### src/hdl/spo_queue.sv
// ----------------------------------------------------------------------------
// spo_queue
// two-entry job queue between the front and the scan engine
// ----------------------------------------------------------------------------
module spo_queue #(
	parameter int W = 8
) (
	input  logic         clk,
	input  logic         arst_n,
	input  logic         push,
	input  logic [W-1:0] din,
	output logic         full,
	output logic         valid,
	output logic [W-1:0] dout,
	input  logic         pop
);

	logic [W-1:0] slot_q [2];
	logic         wp_q;
	logic         rp_q;
	logic [1:0]   cnt_q;

	assign full  = cnt_q == 2'd2;
	assign valid = cnt_q != 2'd0;
	assign dout  = slot_q[rp_q];

	always_ff @(posedge clk or negedge arst_n) begin
		if (!arst_n) begin
			wp_q  <= 1'b0;
			rp_q  <= 1'b0;
			cnt_q <= 2'd0;
		end else begin
			if (push) begin
				wp_q <= !wp_q;
			end
			if (pop) begin
				rp_q <= !rp_q;
			end
			case ({push, pop})
				2'b10:   cnt_q <= cnt_q + 2'd1;
				2'b01:   cnt_q <= cnt_q - 2'd1;
				default: cnt_q <= cnt_q;
			endcase
		end
	end

	always_ff @(posedge clk) begin
		if (push) begin
			slot_q[wp_q] <= din;
		end
	end

endmodule

### config.mk
export PLATFORM = sky130hd
export DESIGN_NAME = spo_queue
export DESIGN_NICKNAME = d
export VERILOG_FILES = /design/src/hdl/spo_queue.sv
export SDC_FILE = /design/constraint.sdc
export NUM_CORES = 1
export LEC_CHECK = 0
export BUFFER_PORTS_ARGS = -buffer_cell sky130_fd_sc_hd__buf_2
export CAP_MARGIN = 20
export CORE_AREA = 3 3 53 55
export DETAILED_ROUTE_END_ITERATION = 8
export DIE_AREA = 0 0 56 58
export PLACE_DENSITY_LB_ADDON = 0.25
export SLEW_MARGIN = 20
export SYNTH_ARGS = -nofsm -noshare
export SYNTH_HDL_FRONTEND = slang
export SYNTH_SLANG_ARGS = --single-unit
### constraint.sdc
create_clock -name clk -period 2.2 [get_ports clk]
set_input_delay 0.44 -clock clk [delete_from_list [all_inputs] [get_ports clk]]
set_output_delay 0.44 -clock clk [all_outputs]
set_load 0.01 [all_outputs]
# After elaboration in Yosys (flattened, before gate mapping)
# Memories as Yosys holds them, arrays and structs flattened.
# Index checks and enable logic that the tools add are counted.
# totals
wordCells	16
register_bits	4
mem_bits_rw	16
input_bits	12
out_inout_bits	10
mem_count	1
# mem_list
memory	depth	word_bits	rd	rd_clocked_by_memory_dff	wr	line_no	source
slot_q	2	8	1	0	1	18	logic [W-1:0] slot_q [2];
# classes
n_eq_ne	3
add_sub_neg	2
mux	3
n_reduce_logical	4
# ops
cell	count
equality test 2 bit, second input constant	2
case mux 2 bit (2 select lines)	1
nonzero test 2 bit	2
adder 2 x 1 -> 2 bit, second input constant	1
equality test 2 x 1 -> 1 bit, second input constant	1
logical NOT 1 bit	2
2-to-1 mux 1 bit	2
subtractor 2 x 1 -> 2 bit, second input constant	1

# Depth between registers and ports, before layout
# Gate-level depths: netlist (run 1).
# logic_depth
depth_word	2
ltp_mapped	5
depth_no_buf	5

# Worst setup path before layout (run 1)
# OpenSTA, ideal clock, no wires.
# synth_path
path_type	reg2out
start	register rp_q
end	output port dout[0]
path_stages_with_launch	3
path_buffers	1
setup_slack_ps	903
t_arrival_ps	857
required_ps	1760
cell_sequence	dfrtp_1 buf_2 mux2_2
# synth_between
elab_chain_len	1
# synth_rtl
element	line_no	source
from (decl)	20	logic rp_q;
from (signal assigned)	37	rp_q <= !rp_q;
memory read (2 x 8 bit)	n/a	
to (decl)	14	output logic [W-1:0] dout,
# No other way between the ends.

# Worst setup path in the final report (run 1)
# layout_path
start	register rp_q
end	output port dout[1]
# Same word-level chain as after synthesis.

==> impl_metrics.ini, run 1 <==
[outcome]
run_status = completed

[placed_design]
hpwl_after_dpl_um = 868
place_congestion = 0.570
placed_area_um2 = 917
port_buffers = 21

[final_layout]
seqCellArea_um2 = 581
fraction_of_layout_instances_using_a_drive_strength_above_1_pct = 53.7
fin_area_um2 = 950
diodes = 0
nets = 82
area_growth_pct = 24.2
n_fill_cell = 234
multiInputGateArea_um2 = 175

[hold_path]
min_delay_worst_endpoint = slot_q[0][0]
min_from = din[0]
hold_depth = 1
min-delay-path-class = in2reg

[logic_synthesis]
synth_most_common_cell = edfxtp_1
synth_top_cell_by_area = edfxtp_1
synthDominantCellAreaShare_pct = 62.8
synth.yosys.seq_area_share_pct = 75.9
post_synth_main_area_contributors = edfxtp_1 63%, dfrtp_1 13%, mux2_2 12%
syn_nets = 54
post_synth_edffs = 16
netlist_top_cells_count = 16 x edfxtp_1, 8 x mux2_2, 4 x dfrtp_1
async_reset_ff_share_pct = 20.0
synth.cell_area_um2 = 764
distinct_cells_synth = 12
complex_gate_fraction_of_the_synthesized_area_pct = 0
synth.ff_latch_count = 20
combinational_family_with_the_most_area_after_synthesis = multiplexers
synthMuxAreaShare_pct = 11.8
synth_simple_gate_area_share_pct = 3.76
yosys_warnings = 0
synth_fa_ha_area_share_pct = 1.64
synth-main-ff-cell = edfxtp_1
postSynthAreaPerCell_um2 = 18.6
syn-instance-count = 41
synth_xor_xnor_area_share_pct = 5.73

[clock_network]
tritoncts = yes
cts-resized-gates = 0
tritoncts.num_buffers = 3
h-tree-depth = 1
cts_setup_buffers = 0
cts-root-buf = clkbuf_4
hold_buffers = 1
cts.path.max_buffers = 2
clock_insertion_delay_worst_skew_ps = 290
clock-sinks = 20
register_clock_pin_slew_on_the_reported_worst_setup_and_hold_paths_ps = 100

[grt]
grt_use_total_pct = 7.97
antenna_violations_before_repair = 0
global_route_wire_length_before_repair_um = 1900
grt_start_max_net_pins = 11
grt_overflow = 0
grt_pass1_vias = 456

[route]
route.detailed.wl_per_inst_um = 12.2
antenna_left = 0
detailedRoute.firstIterationViolations = 0
detailedRoute.firstPassIterationCount = 1
avgViaCountPerCell = 4.34
total_via_count_after_detailed_routing = 421
wirelength_um = 1180
drc_viols = 0

[critical_path]
r2r_cells = 2
worst_endpoint_required_time_ps = 1760
regToRegEndpoint = slot_q[0][6]
worstPathMaxFanout = 9
setup.reg_to_reg.worst_slack_ps = 1040
cp_capture_type = output port
worstSetupStartpointType = flip-flop
worst-endpoint-arrival_ps = 1390
crit_path_kind = reg2out
rr_startpoint = wp_q

[sta]
period_needed_ps = 1830
grt_setup_unrepaired = false
finalSetupViolations = 0
report.final.hold_viol_count = 0
max_freq_mhz = 545
worst_slew_pin_slew_ps = 412
clock-skew-final_ps = 3.92
period_share_pct = 83.4
drv_slew = 0
setup_total_negative_slack_ps = 0
slew_headroom_pct = 72.5

[power]
internal_power_mw = 0.763
vdd.ir_drop.worst_uv = 418
switching_share_pct = 29.0
power_frac_comb_pct = 30.8
power.switching_mw = 0.312
share_seq_of_total_power_pct = 54.2
power_density_cells_nw_per_um2 = 1130
power.leakage_nw = 0.384
clkPwrFrac_pct = 15.0

[floorplanning]
die_area_um2 = 3250
fp-row-count = 18
io-pin-count = 22
core_um2 = 2430
dieWidth_um = 56
floorplan.initialDensity_pct = 31.4
die_h_um = 58

[run]
drv_cap = 0
-- per-layer routing --
metal	up-vias	GRT usage [%]	wire length [um]
met5	-	0	0
met4	0	5.08	0
met3	0	2.00	75
met2	14	13.5	603
met1	207	8.97	499
li1	200	-	-
-- sequential cells by signal, indices dropped and copies added (netlist names) --
signal	cells
rp_q	1
slot_q	16
wp_q	1
cnt_q	2
-- layout make-up --
| cell class | count | area share (%) |
|---|---|---|
| Clock buffer | 3 | 2.37 |
| Timing Repair Buffer | 24 | 13.7 |
| Sequential cell | 20 | 61.1 |
| Inverter | 1 | 0.395 |
| Multi-Input combinational cell | 19 | 18.4 |
| Tap cell | 30 | 3.95 |
-- worst max path at each step --
stage	startpoint	to	slack (ps)	cells after the start
2_1_floorplan	rp_q	dout[0]	900	2
3_5_place_dp	rp_q	dout[2]	660	2
6_report	rp_q	dout[1]	370	2
5_1_grt	rp_q	dout[0]	260	2
4_1_cts	rp_q	dout[1]	320	2
3_3_place_gp	rp_q	dout[1]	650	2
-- logic make-up (layout without fill, tap and decap cells) --
group,Yosys count,after routing
XOR/XNOR,5,5
flip-flops,20,20
buffers and inverters,2,28
AND/OR/NAND/NOR,5,5
multiplexers,8,8
adder cells (fa/ha/maj),1,1
-- power groups by stage --
| stage | registers, mW | clock network, mW | logic [mW] |
|---|---|---|---|
| final | 0.583 | 0.161 | 0.331 |
| after global routing | 0.598 | 0.189 | 0.364 |
| after CTS | 0.587 | 0.173 | 0.341 |
| after detailed placement | 0.595 | 0 | 0.336 |
| after global placement | 0.593 | 0 | 0.334 |
| after floorplan | 0.552 | 0 | 0.243 |
-- cells in the final DEF, fill, tap and decap left out --
master / n
mux2_2: 8
or2_2: 1
nor2_1: 2
xnor2_1: 2
ha_1: 1
dlygate4sd3_1: 1
xor2_1: 3
clkbuf_4: 3
and2_1: 1
inv_1: 1
buf_4: 2
edfxtp_1: 16
dfrtp_1: 4
buf_2: 21
and2b_2: 1
-- critical path, cell delays in order, from the launching register on --
cell and delay (ps):
dfrtp_1 590, mux2_2 380, buf_2 140
-- through the flow --
step / setup slack, ps / hold slack, ps / utilization (%) / power (mW) / std cells
6_report: 365 / 334 / 39.0 / 1.08 / 97
4_1_cts: 318 / 321 / 39.0 / 1.10 / 97
2_1_floorplan: 903 / 144 / - / 0.795 / 41
3_5_place_dp: 659 / 257 / 37.7 / 0.931 / 93
3_3_place_gp: 652 / 252 / 37.7 / 0.927 / 93
5_1_grt: 260 / 311 / 39.0 / 1.15 / 97
Power figures use the tool's default switching activity.
==> run 2, diff against run 1 <==
==> constraint.sdc (replaced) <==
create_clock -name clk -period 1.8 [get_ports clk]
set_input_delay 0.36 -clock clk [delete_from_list [all_inputs] [get_ports clk]]
set_output_delay 0.36 -clock clk [all_outputs]
set_load 0.01 [all_outputs]
==> impl_metrics.ini, run 2 (same netlist as run 1, synthesis figures left out) <==
[sta]
drv_slew = 0
finalSetupViolations = 0
slew_headroom_pct = 73.6
setup_total_negative_slack_ps = 0
report.final.hold_viol_count = 0
period_needed_ps = 1650
clock-skew-final_ps = 4.82
grt_setup_unrepaired = false
period_share_pct = 91.6
max_freq_mhz = 606
worst_slew_pin_slew_ps = 396

[floorplanning]
core_um2 = 2430
die_h_um = 58
io-pin-count = 22
floorplan.initialDensity_pct = 31.4
fp-row-count = 18
dieWidth_um = 56
die_area_um2 = 3250

[power]
power.leakage_nw = 0.384
total_power_mw = 1.33
vdd.ir_drop.worst_uv = 584
power_density_cells_nw_per_um2 = 1390

[critical_path]
regToRegEndpoint = slot_q[0][6]
worstSetupStartpointType = flip-flop
worstPathMaxFanout = 9
crit_path_kind = reg2out
cp_capture_type = output port
r2r_cells = 2
setup.reg_to_reg.worst_slack_ps = 620
critPathBufInv = 1
worst_path_max_delay_cell = dfrtp_2
maximum_single_stage_delay_on_the_critical_path_ps = 510
worst-endpoint-arrival_ps = 1290
rr_startpoint = wp_q
worst_endpoint_required_time_ps = 1440
critPathTopFamily = flip-flops
timing.critical_path.cells = mux2_2 -> buf_2

[clock_network]
cts_setup_buffers = 0
register_clock_pin_slew_on_the_reported_worst_setup_and_hold_paths_ps = 110
clock-sinks = 20
tritoncts = yes
cts.path.max_buffers = 2
cts-root-buf = clkbuf_4
clock_insertion_delay_worst_skew_ps = 290
h-tree-depth = 1
tritoncts.num_buffers = 3

[grt]
grt_use_total_pct = 7.69
antenna_violations_before_repair = 0
grt_overflow = 0
global_route_wire_length_before_repair_um = 1860
grt_pass1_vias = 462
grt_start_max_net_pins = 12

[final_layout]
layout.cells.most_common_list = 21 x buf_2, 16 x edfxtp_1, 8 x mux2_2
registers.top_by_ff_count = slot_q
final_common_cell = buf_2
largest_register_ffs = 16
diodes = 0
nets = 82
fraction_of_layout_instances_using_a_drive_strength_above_1_pct = 54.4
reg_top3 = slot_q (16), cnt_q (2)
n_fill_cell = 233
area_growth_pct = 24.9

[hold_path]
min_delay_worst_endpoint = slot_q[0][0]
hold_depth = 1
min_from = din[0]
min-delay-path-class = in2reg

[run]
drv_cap = 0

[placed_design]
port_buffers = 21
place_congestion = 0.570
hpwl_after_dpl_um = 872

[route]
antenna_left = 0
route.detailed.wl_per_inst_um = 12.1
detailedRoute.firstPassIterationCount = 1
drc_viols = 0
wirelength_um = 1180
total_via_count_after_detailed_routing = 412
avgViaCountPerCell = 4.20
detailedRoute.firstIterationViolations = 0

[outcome]
run_status = completed
-- run 2: changes by cell type in the layout (fill, tap and decap cells not counted) --
cell	delta
dfrtp_2	+1
dfrtp_1	-1
clkinv_1	+1
-- run 2: area by class of cell --
type	count	area, um2	area share (%)
clock buffers	3	22.5	2.36
clock inverters	1	3.75	0.393
inverters	1	3.75	0.393
multi-input cells	19	175	18.3
flip-flops and latches	20	582	60.9
well taps	30	37.5	3.93
repair buffers	24	130	13.6
-- run 2: metrics by stage --
step	hold slack, ps	cells	setup WS, ps	util (%)	cell area (um2)
global placement	172	93	332	37.7	917
global route	230	98	75.9	39.2	955
CTS	238	98	117	39.2	955
finish	252	98	151	39.2	955
floorplan	64.4	41	583	-	764
detailed placement	177	93	333	37.7	917
-- run 2: worst max-delay path by stage --
stage               from      end  slack, ps  cells past startpoint
floorplan           rp_q  dout[0]        580                      2
CTS                 rp_q  dout[2]        120                      2
global route        rp_q  dout[1]         80                      2
detailed placement  rp_q  dout[2]        330                      2
finish              rp_q  dout[1]        150                      2
global placement    rp_q  dout[1]        330                      2
-- run 2: where the power goes --
part / total (mW) / leakage (nW) / switching [mW] / internal, mW
Sequential: 0.716 / 0.196 / 0.0849 / 0.631
Clock: 0.206 / 0.0154 / 0.125 / 0.0805
Combinational: 0.405 / 0.173 / 0.178 / 0.227
Total: 1.33 / 0.384 / 0.388 / 0.938
-- run 2: routing by layer --
| layer | up-vias | track usage (%) | share of wire, % |
|---|---|---|---|
| met1 | 196 | 8.12 | 43 |
| met2 | 14 | 13.5 | 49 |
| li1 | 202 | - | - |
| met5 | - | 0 | 0 |
| met3 | 0 | 2.67 | 7.9 |
| met4 | 0 | 4.07 | 0 |
-- run 2: what timing repair did --
action	4_1_cts	5_1_grt
gates resized for setup	1	0
endpoints found under the setup margin	2	0
hold buffers	1	0
endpoints found under the hold margin	4	0
