<file path="config.mk">
export PLATFORM = sky130hd
export DESIGN_NAME = spo_front
export DESIGN_NICKNAME = d
export VERILOG_FILES = /design/src/hdl/spo_pkg.sv /design/src/hdl/spo_front.sv
export SDC_FILE = /design/constraint.sdc
export NUM_CORES = 1
export LEC_CHECK = 0
export BUFFER_PORTS_ARGS = -buffer_cell sky130_fd_sc_hd__buf_4
export CAP_MARGIN = 10
export CELL_PAD_IN_SITES_DETAIL_PLACEMENT = 1
export CELL_PAD_IN_SITES_GLOBAL_PLACEMENT = 2
export CORE_MARGIN = 2
export CORE_UTILIZATION = 12
export DETAILED_ROUTE_END_ITERATION = 10
export PLACE_DENSITY = 0.94
export SLEW_MARGIN = 20
export SYNTH_ARGS = -nofsm -noshare
export SYNTH_HDL_FRONTEND = slang
export SYNTH_SLANG_ARGS = --single-unit
</file>
<file path="constraint.sdc">
create_clock -name clk -period 3.5 [get_ports clk]
set_clock_uncertainty 0.1 [all_clocks]
set_input_delay 0 -clock clk [delete_from_list [all_inputs] [get_ports clk]]
set_output_delay 0 -clock clk [all_outputs]
set_load 0.01 [all_outputs]
</file>
<file path="src/hdl/spo_pkg.sv">
// ----------------------------------------------------------------------------
// spo_pkg
// shared constants for the sphere pair overlap scan: field widths, stream
// layouts and parameter defaults
// ----------------------------------------------------------------------------
package spo_pkg;

	localparam int DEF_MAX_BODIES  = 64;
	localparam int DEF_COORD_BITS  = 24;

	localparam int IN_COORD_W      = 24;
	localparam int RADIUS_W        = 23;
	localparam int IDX_OUT_W       = 6;

	localparam int S_TDATA_W       = 96;
	localparam int S_TUSER_W       = 1;
	localparam int M_TDATA_W       = 16;

	localparam int POS_X_LSB       = 0;
	localparam int POS_Y_LSB       = IN_COORD_W;
	localparam int POS_Z_LSB       = 2 * IN_COORD_W;
	localparam int RADIUS_LSB      = 3 * IN_COORD_W;

endpackage

</file>
<file path="src/hdl/spo_front.sv">
// ----------------------------------------------------------------------------
// spo_front
// accepts spheres, tracks the set size, drops spheres once the store is full
// and pushes a scan job (index and sphere) into the job queue
// ----------------------------------------------------------------------------
module spo_front #(
	parameter int MAX_BODIES  = spo_pkg::DEF_MAX_BODIES,
	parameter int COORD_BITS  = spo_pkg::DEF_COORD_BITS
) (
	input  logic                                  clk,
	input  logic                                  arst_n,
	input  logic                                  s_tvalid,
	output logic                                  s_tready,
	input  logic [spo_pkg::S_TDATA_W-1:0]         s_tdata,
	input  logic [spo_pkg::S_TUSER_W-1:0]         s_tuser,
	input  logic                                  q_full,
	output logic                                  q_push,
	output logic [$clog2(MAX_BODIES)+3*COORD_BITS+spo_pkg::RADIUS_W-1:0] q_data
);

	localparam int IDX_W = $clog2(MAX_BODIES);
	localparam int CNT_W = IDX_W + 1;
	localparam int CW    = COORD_BITS;
	localparam int RW    = spo_pkg::RADIUS_W;
	localparam int IW    = spo_pkg::IN_COORD_W;

	logic [CNT_W-1:0] count_q;
	logic [CNT_W-1:0] cnt_sel;
	logic             accept;
	logic             room;
	logic [IW-1:0]    raw_x, raw_y, raw_z;
	logic [CW-1:0]    x, y, z;
	logic [RW-1:0]    r;

	assign s_tready = !q_full;
	assign accept   = s_tvalid && s_tready;
	assign cnt_sel  = s_tuser[0] ? '0 : count_q;
	assign room     = cnt_sel < CNT_W'(MAX_BODIES);
	assign q_push   = accept && room;

	assign raw_x = s_tdata[spo_pkg::POS_X_LSB +: IW];
	assign raw_y = s_tdata[spo_pkg::POS_Y_LSB +: IW];
	assign raw_z = s_tdata[spo_pkg::POS_Z_LSB +: IW];
	assign r     = s_tdata[spo_pkg::RADIUS_LSB +: RW];
	assign x     = CW'(raw_x);
	assign y     = CW'(raw_y);
	assign z     = CW'(raw_z);

	assign q_data = {cnt_sel[IDX_W-1:0], x, y, z, r};

	always_ff @(posedge clk or negedge arst_n) begin
		if (!arst_n) begin
			count_q <= '0;
		end else if (accept) begin
			count_q <= room ? cnt_sel + CNT_W'(1) : cnt_sel;
		end
	end

endmodule

</file>
## After elaboration in Yosys (flattened, before gate mapping)

Index checks and enable logic that the tools add are counted.

- Magnitude comparators: 1
- Add/sub/neg operators: 1
- Mux-type cells: 2
- Reductions and logical operators: 3

Operator list:

| cell | count |
|---|---|
| 2-to-1 mux 7 bit | 2 |
| adder 7 x 1 -> 7 bit, second input constant | 1 |
| less-than comparator 7 bit, second input constant | 1 |
| logical AND 1 bit | 2 |
| zero test 1 bit | 1 |

- Output and inout port bits: 103
- Logic and storage cells: 8
- Register bits: 7

## Logic depth before layout (Yosys ltp)

Gate-level depths: netlist of run 1.

- Depth after elaboration: 3
- Depth in mapped cells: 6

## Least setup slack after synthesis of run 1

Ideal clock, no wire load.

- Kind: reg-to-reg
- From: reg count_q[0]
- To: reg count_q[4]
- Clock period less this slack: 1541 ps
- Stages on the path, launching flop included: 5
- Slack: 1959 ps
- Arrival: 1315 ps
- Cell sequence: dfrtp_1 nor2b_1 ha_1 nand4b_1 a221o_1

- Cells in the longest elaborated chain, start to end: 3
- Elaborated cells between the ends (all ways): 4

RTL lines:

| what | line | RTL |
|---|---|---|
| start: declaration | spo_front.sv:27 | `logic [CNT_W-1:0] count_q;` |
| start signal: assignment | spo_front.sv:55 | `count_q <= room ? cnt_sel + CNT_W'(1) : cnt_sel;` |
| 2-to-1 mux 7 bit * | spo_front.sv:37 | `assign cnt_sel = s_tuser[0] ? '0 : count_q;` |
| via q_data (one bit) | spo_front.sv:18 | `output logic [$clog2(MAX_BODIES)+3*COORD_BITS+spo_pkg::RADIUS_W-1:0] q_data` |
| adder 7 x 1 -> 7 bit / less-than comparator 7 bit (equally long branches) | spo_front.sv:55, spo_front.sv:38 |  |
| 2-to-1 mux 7 bit * | spo_front.sv:55 |  |

Mark *: on every way through the listed nets, which the timed path passes. The rest lies on a longest branch.
A chain may end at the register's enable or synchronous reset.

## Final worst setup path of run 1

- From: in s_tuser
- To: reg count_q[4]

- Cells in the longest elaborated chain, start to end: 3
- Elaborated cells between the ends (all ways): 4

RTL lines:

| what | line | RTL |
|---|---|---|
| start: declaration | spo_front.sv:15 | `input logic [spo_pkg::S_TUSER_W-1:0] s_tuser,` |
| 2-to-1 mux 7 bit * | spo_front.sv:37 |  |
| adder 7 x 1 -> 7 bit / less-than comparator 7 bit (equally long branches) | spo_front.sv:55, spo_front.sv:38 |  |
| 2-to-1 mux 7 bit * | spo_front.sv:55 |  |

Every way passes the cells marked *; elsewhere a longest branch is shown, timed or not.

==> metrics.txt, run 1 <==
largest register by flop count count_q; maximum resistive drop on vdd 0.0992 mV; Final Hold Violating Endpoints 0; Synth Register Bits 7; Via density 3.09; die area 10600 um2; clk buf depth 2; Buffers on Ports 12; Slew @ Worst Pin 0.349 ns; number of synthesized flops with an enable pin 0; Post-Place Cells 189; clock root cell clkbuf_8; vias in the first global route 777; pwr/cell area 258 nW/um2; slowest CP cell dlygate4sd3_1; Largest regs count_q x7; Synth top cells by count buf_4 (95), dfrtp_1 (7), nor2b_1 (7); Synth area leader buf_4; sequential area share after synthesis 15.0%; placer congestion estimate 0.723; Site Rows 36; WP data required 3.51 ns; Crit path max-delay family buffers and inverters; Non-Filler Instances 290; Setup TNS Final 0 ns; dominant synthesized flop cell dfrtp_1; largest net degree at the start of global routing 13; post-route ant nets 0; H-tree levels 1; Max Fclk 627 MHz; LEAKAGE 0.674 nW; post-CTS sizing 0; most common cell in the netlist buf_4; layout cells sized above 1 12.1%; RSZ-0062 raised after global routing false; clock buffer count from CTS 3; worst skew pair latency 0.22 ns; max-cap violation count 0; Max Slew Vio Count 0; Worst Setup End Kind flip-flop; Detailed Route WL 3.04 mm; Initial Utilization 12.2%; first-pass GRT wire length 3.67 mm; dpl hpwl 1.64 mm; Mapped Nets 243; Distinct cells, synth 26; WL/cell 10.5 um; DR iter-0 viols 17; ANT cells 0; CORE AREA 9590 um2; Final Setup Violations 0; relative slew slack 76.7%; crit-path max cell delay 0.53 ns; TritonCTS clock tree done; final net count 260; arrival time worst endpoint 1.60 ns; ordered list of cells on the worst path dlygate4sd3_1 > buf_4 > nor2b_1 > ha_1 > nand4b_1 > a221o_1; Syn Inst Count 141; Min Clock Period, post-route 1.60 ns; synth warn 0; Clk pin slew, worst setup/hold paths 0.04 ns; Pre-antenna DRT Iters 4; Chip Width 103 um; post-synth top area share 61.0%; initial antenna violation count 0; Layout area overhead 46.4%; status finished clean; total global routing overflow 0; Worst setup SP type input port; Worst Hold Class input port to flip-flop; Crit Path Category input port to flip-flop; period utilisation layout 45.6%; Area contributors post-synth buf_4 (61%), dfrtp_1 (15%), nor2b_1 (3.7%), nand4b_4 (2.0%), a221o_1 (1.7%); Post-route DRC 0; Mapped Avg Cell Area 8.30 um2; total track usage 4.68%; synthesized area 1170 um2; # IOs 204; Buf+Inv Stages, Crit Path 2; asr flop ratio synth 100%; clk sinks 7; CP Max Fanout 12; Setup Buffers After CTS 0; height of the die 103 um; max reg flops 7; DR vias 895
## cells in the final DEF (no fill, tap or decap)
cell type / n
dlygate4sd3_1: 97
buf_4: 12
nor2b_1: 7
dfrtp_1: 7
a21oi_1: 3
o21ai_0: 3
clkbuf_8: 3
inv_1: 2
nor4_1: 2
a221o_1: 2
nand2b_1: 2
nand2_1: 2
nor2b_2: 1
nand2b_4: 1
nand4b_4: 1
a32o_1: 1
mux2_1: 1
o21ai_1: 1
nor2_1: 1
or2_2: 1
or4_1: 1
nand3_1: 1
nand4b_1: 1
and3_1: 1
a41oi_1: 1
ha_1: 1
clkbuf_1: 1
## cell type report
cell class                      count  area (um2)
Fill cell                        1083        7880
Tap cell                          133         166
Timing Repair Buffer              109        1060
Multi-Input combinational cell     35         258
Clock buffer                        4        45.0
Sequential cell                     7         175
Inverter                            2        7.51
## logic make-up after synthesis
kind of cell	synth area share, %
buf+inv	63.0
compound gates	6.31
flops	15.0
fa+ha+maj	1.07
simple gates	13.7
mux	0.962
## through the flow
| stage | util, % | worst slack [ns] | power (W) | hold slack (ns) | cell area (um2) |
|---|---|---|---|---|---|
| after floorplan | - | 1.96 | 0.000282 | -0.396 | 1170 |
| after global placement | 7.26 | 1.99 | 0.000205 | -0.282 | 697 |
| after detailed placement | 7.26 | 1.90 | 0.000210 | -0.279 | 697 |
| after CTS | 17.9 | 1.89 | 0.000449 | 0.0389 | 1710 |
| after global routing | 17.9 | 1.70 | 0.000474 | 0.0652 | 1710 |
| final | 17.9 | 1.90 | 0.000442 | 0.0330 | 1710 |
## timing repair
| action | 4_1_cts | 5_1_grt |
|---|---|---|
| hold buffers | 97 | 0 |
| endpoints found under the setup margin | 0 | 0 |
| endpoints found under the hold margin | 103 | 0 |
## power by group
group          internal [W]  switching, W
combinational      0.000119     0.0000880
sequential        0.0000984     0.0000241
clock             0.0000787     0.0000334
## path summary, 6_finish.rpt
path	from	endpoint	slack (ns)	cells after the start
max	s_tuser	count_q[4]	1.90	6
min	s_tvalid	count_q[5]	0.03	4
max reg2reg	count_q[0]	count_q[4]	1.91	4
min reg2reg	count_q[5]	count_q[5]	0.42	2
max in group asynchronous	arst_n	count_q[5]	3.13	2
min in group asynchronous	arst_n	count_q[2]	0.05	2
## metal layers
layer,GRT usage [%],vias to the layer above,share of wire (%)
met5,0,-,0
met4,2.73,0,1.3
met3,1.42,2,10
met2,8.04,105,54
met1,5.10,396,35
li1,-,392,-
## worst register-to-register path, delay by kind of cell (launching register included)
family,cells,cell delay (ns)
AOI/OAI and AO/OA,1,0.31
adders and majority gates,1,0.26
DFF,1,0.44
and+or+nand+nor,2,0.37
Power figures use the tool's default switching activity.
==> run 2, diff against run 1 <==
Settings changed: CORE_UTILIZATION 12 to 10, PLACE_DENSITY 0.94 to 0.84.
Clock period 3.5 ns to 1.34 ns, I/O delays scaled along.
==> metrics.txt, run 2 (synthesis gave the netlist of run 1 again) <==
status finished, violations left; failing checks negative setup slack; met1 Usage GRT 3.71% (-1.4 points); Post-Place Cell Area 785 um2 (+13%); Layout area overhead 58.5%; DR iter-0 viols 8 (-9); Crit Path Category flip-flop to flip-flop; total global routing overflow 0 (unchanged); height of the die 112 um (+9.2%); pre-CTS WS -0.0451 ns (-1.95 ns); max reg flops 7 (unchanged); Worst Hold Class input port to asynchronous set/reset pin; clock buffer count from CTS 3 (unchanged); layout cells sized above 1 20.1% (+8.0 points); total track usage 4.33% (-0.35 points); CP Max Fanout 3 (-9); max-cap violation count 0 (unchanged); final net count 267 (+2.7%); WP data required 1.35 ns (-2.16 ns); Max Fclk 727 MHz; DR vias 950 (+6.1%); Final Hold Violating Endpoints 0 (unchanged); Min Clock Period, post-route 1.38 ns; first-pass GRT wire length 4.33 mm (+18%); pwr/cell area 796 nW/um2 (+210%); vias in the first global route 890 (+15%); PnR worst setup slack -0.0362 ns (-1.94 ns); period utilisation layout 103%; Slew @ Worst Pin 0.349 ns (-0.000118 ns); largest register by flop count count_q; LEAKAGE 0.741 nW (+9.9%); largest net degree at the start of global routing 13 (unchanged); ANT cells 0 (unchanged); Post-route DRC 0 (unchanged); Largest regs count_q x7; commonest non-fill, non-tap cell in the layout dlygate4sd3_1; busiest grt layer met2; Pre-antenna DRT Iters 2 (-2); clock root cell clkbuf_16; Non-Filler Instances 307 (+5.9%); M2 GR Usage 9.48% (+1.4 points); H-tree levels 1 (unchanged); commonest non-fill, non-tap cells in the layout dlygate4sd3_1 (96), buf_4 (20), dfrtp_1 (7); maximum resistive drop on vdd 0.463 mV (+370%); hold slack 0.0180 ns (-0.0150 ns); Detailed Route WL 3.39 mm (+12%); Site Rows 39 (+8.3%); Final Setup Violations 1 (+1); register area 175 um2 (unchanged); arrival time worst endpoint 1.39 ns (-0.21 ns); Post-Place Cells 205 (+8.5%); Worst setup SP type flip-flop; Chip Width 112 um (+9.2%); Worst Setup End Kind flip-flop; TritonCTS clock tree done; # IOs 204 (unchanged); Max Slew Vio Count 0 (unchanged); post-route ant nets 0 (unchanged); die area 12600 um2 (+19%); CORE AREA 11400 um2 (+19%); initial antenna violation count 0 (unchanged); Final Cell Area 1850 um2 (+8.3%); M3 GR Usage 1.24% (-0.18 points); RSZ-0062 raised after global routing true; placer congestion estimate 0.705 (-2.4%); relative slew slack 76.7% (about the same); Initial Utilization 10.2% (-1.9 points); clk sinks 7 (unchanged); dpl hpwl 1.86 mm (+14%); Via density 3.09 (+0.27%); Buffers on Ports 12 (unchanged); worst skew pair latency 0.23 ns (about the same); Clk pin slew, worst setup/hold paths 0.04 ns (about the same); WL/cell 11.0 um (+5.4%); footprint of the multi-input gates 303 um2 (+17%); fillers 1306 (+21%); clk buf depth 2 (unchanged)
run 2: changes by cell type in the layout (fill, tap and decap cells not counted), sizes merged:
cell         change
buf              +8
dlygate4sd3      -1
run 2: area by class of cell:
type	count	area share, %
tap	143	9.65
timing repair buffer	116	59.9
multi-input combinational	35	16.3
sequential	7	9.45
clock buffer	4	4.25
inverter	2	0.405
run 2: per-stage QoR:
stage | setup TNS (ns) | utilization [%] | power [W]
finish | -0.0362 | 16.2 | 0.00148
detailed placement | -0.0494 | 6.87 | 0.000634
global placement | 0 | 6.87 | 0.000614
global route | -0.218 | 16.2 | 0.00156
floorplan | -0.0815 | - | 0.000763
CTS | -0.0329 | 16.2 | 0.00149
run 2: final timing paths:
check / start / end / slack, ns / depth (start not counted)
max in group asynchronous: arst_n / count_q[3] / 0.99 / 2
min in group clk: s_tuser / count_q[6] / 0.02 / 2
max reg2reg: count_q[0] / count_q[4] / -0.04 / 4
min: arst_n / count_q[0] / 0.02 / 2
max: count_q[0] / count_q[4] / -0.04 / 4
min reg2reg: count_q[5] / count_q[5] / 0.50 / 3
run 2: power breakdown:
part           total (W)  switching, W  leakage [nW]  internal [W]
sequential      0.000306     0.0000484        0.0826      0.000257
clock           0.000508      0.000112        0.0382      0.000396
combinational   0.000663      0.000280         0.620      0.000382
total            0.00148      0.000441         0.741       0.00104
run 2: critical path, cell delays in order (launching register included):
cell	delay, ns
dfrtp_1	0.34
nor2b_4	0.19
ha_4	0.16
nand4b_1	0.15
a221o_1	0.32
run 2: repair_timing:
item,4_1_cts,5_1_grt
pin swaps,1,1
endpoints found under the setup margin,2,4
hold buffers,96,0
buffers inserted,2,0
resized for setup,1,2
endpoints found under the hold margin,102,0
run 2: per-layer routing:
metal | up-vias | routed length (um)
li1 | 405 | -
met1 | 427 | 958
met2 | 115 | 2030
met3 | 3 | 375
met4 | 0 | 23
met5 | - | 0
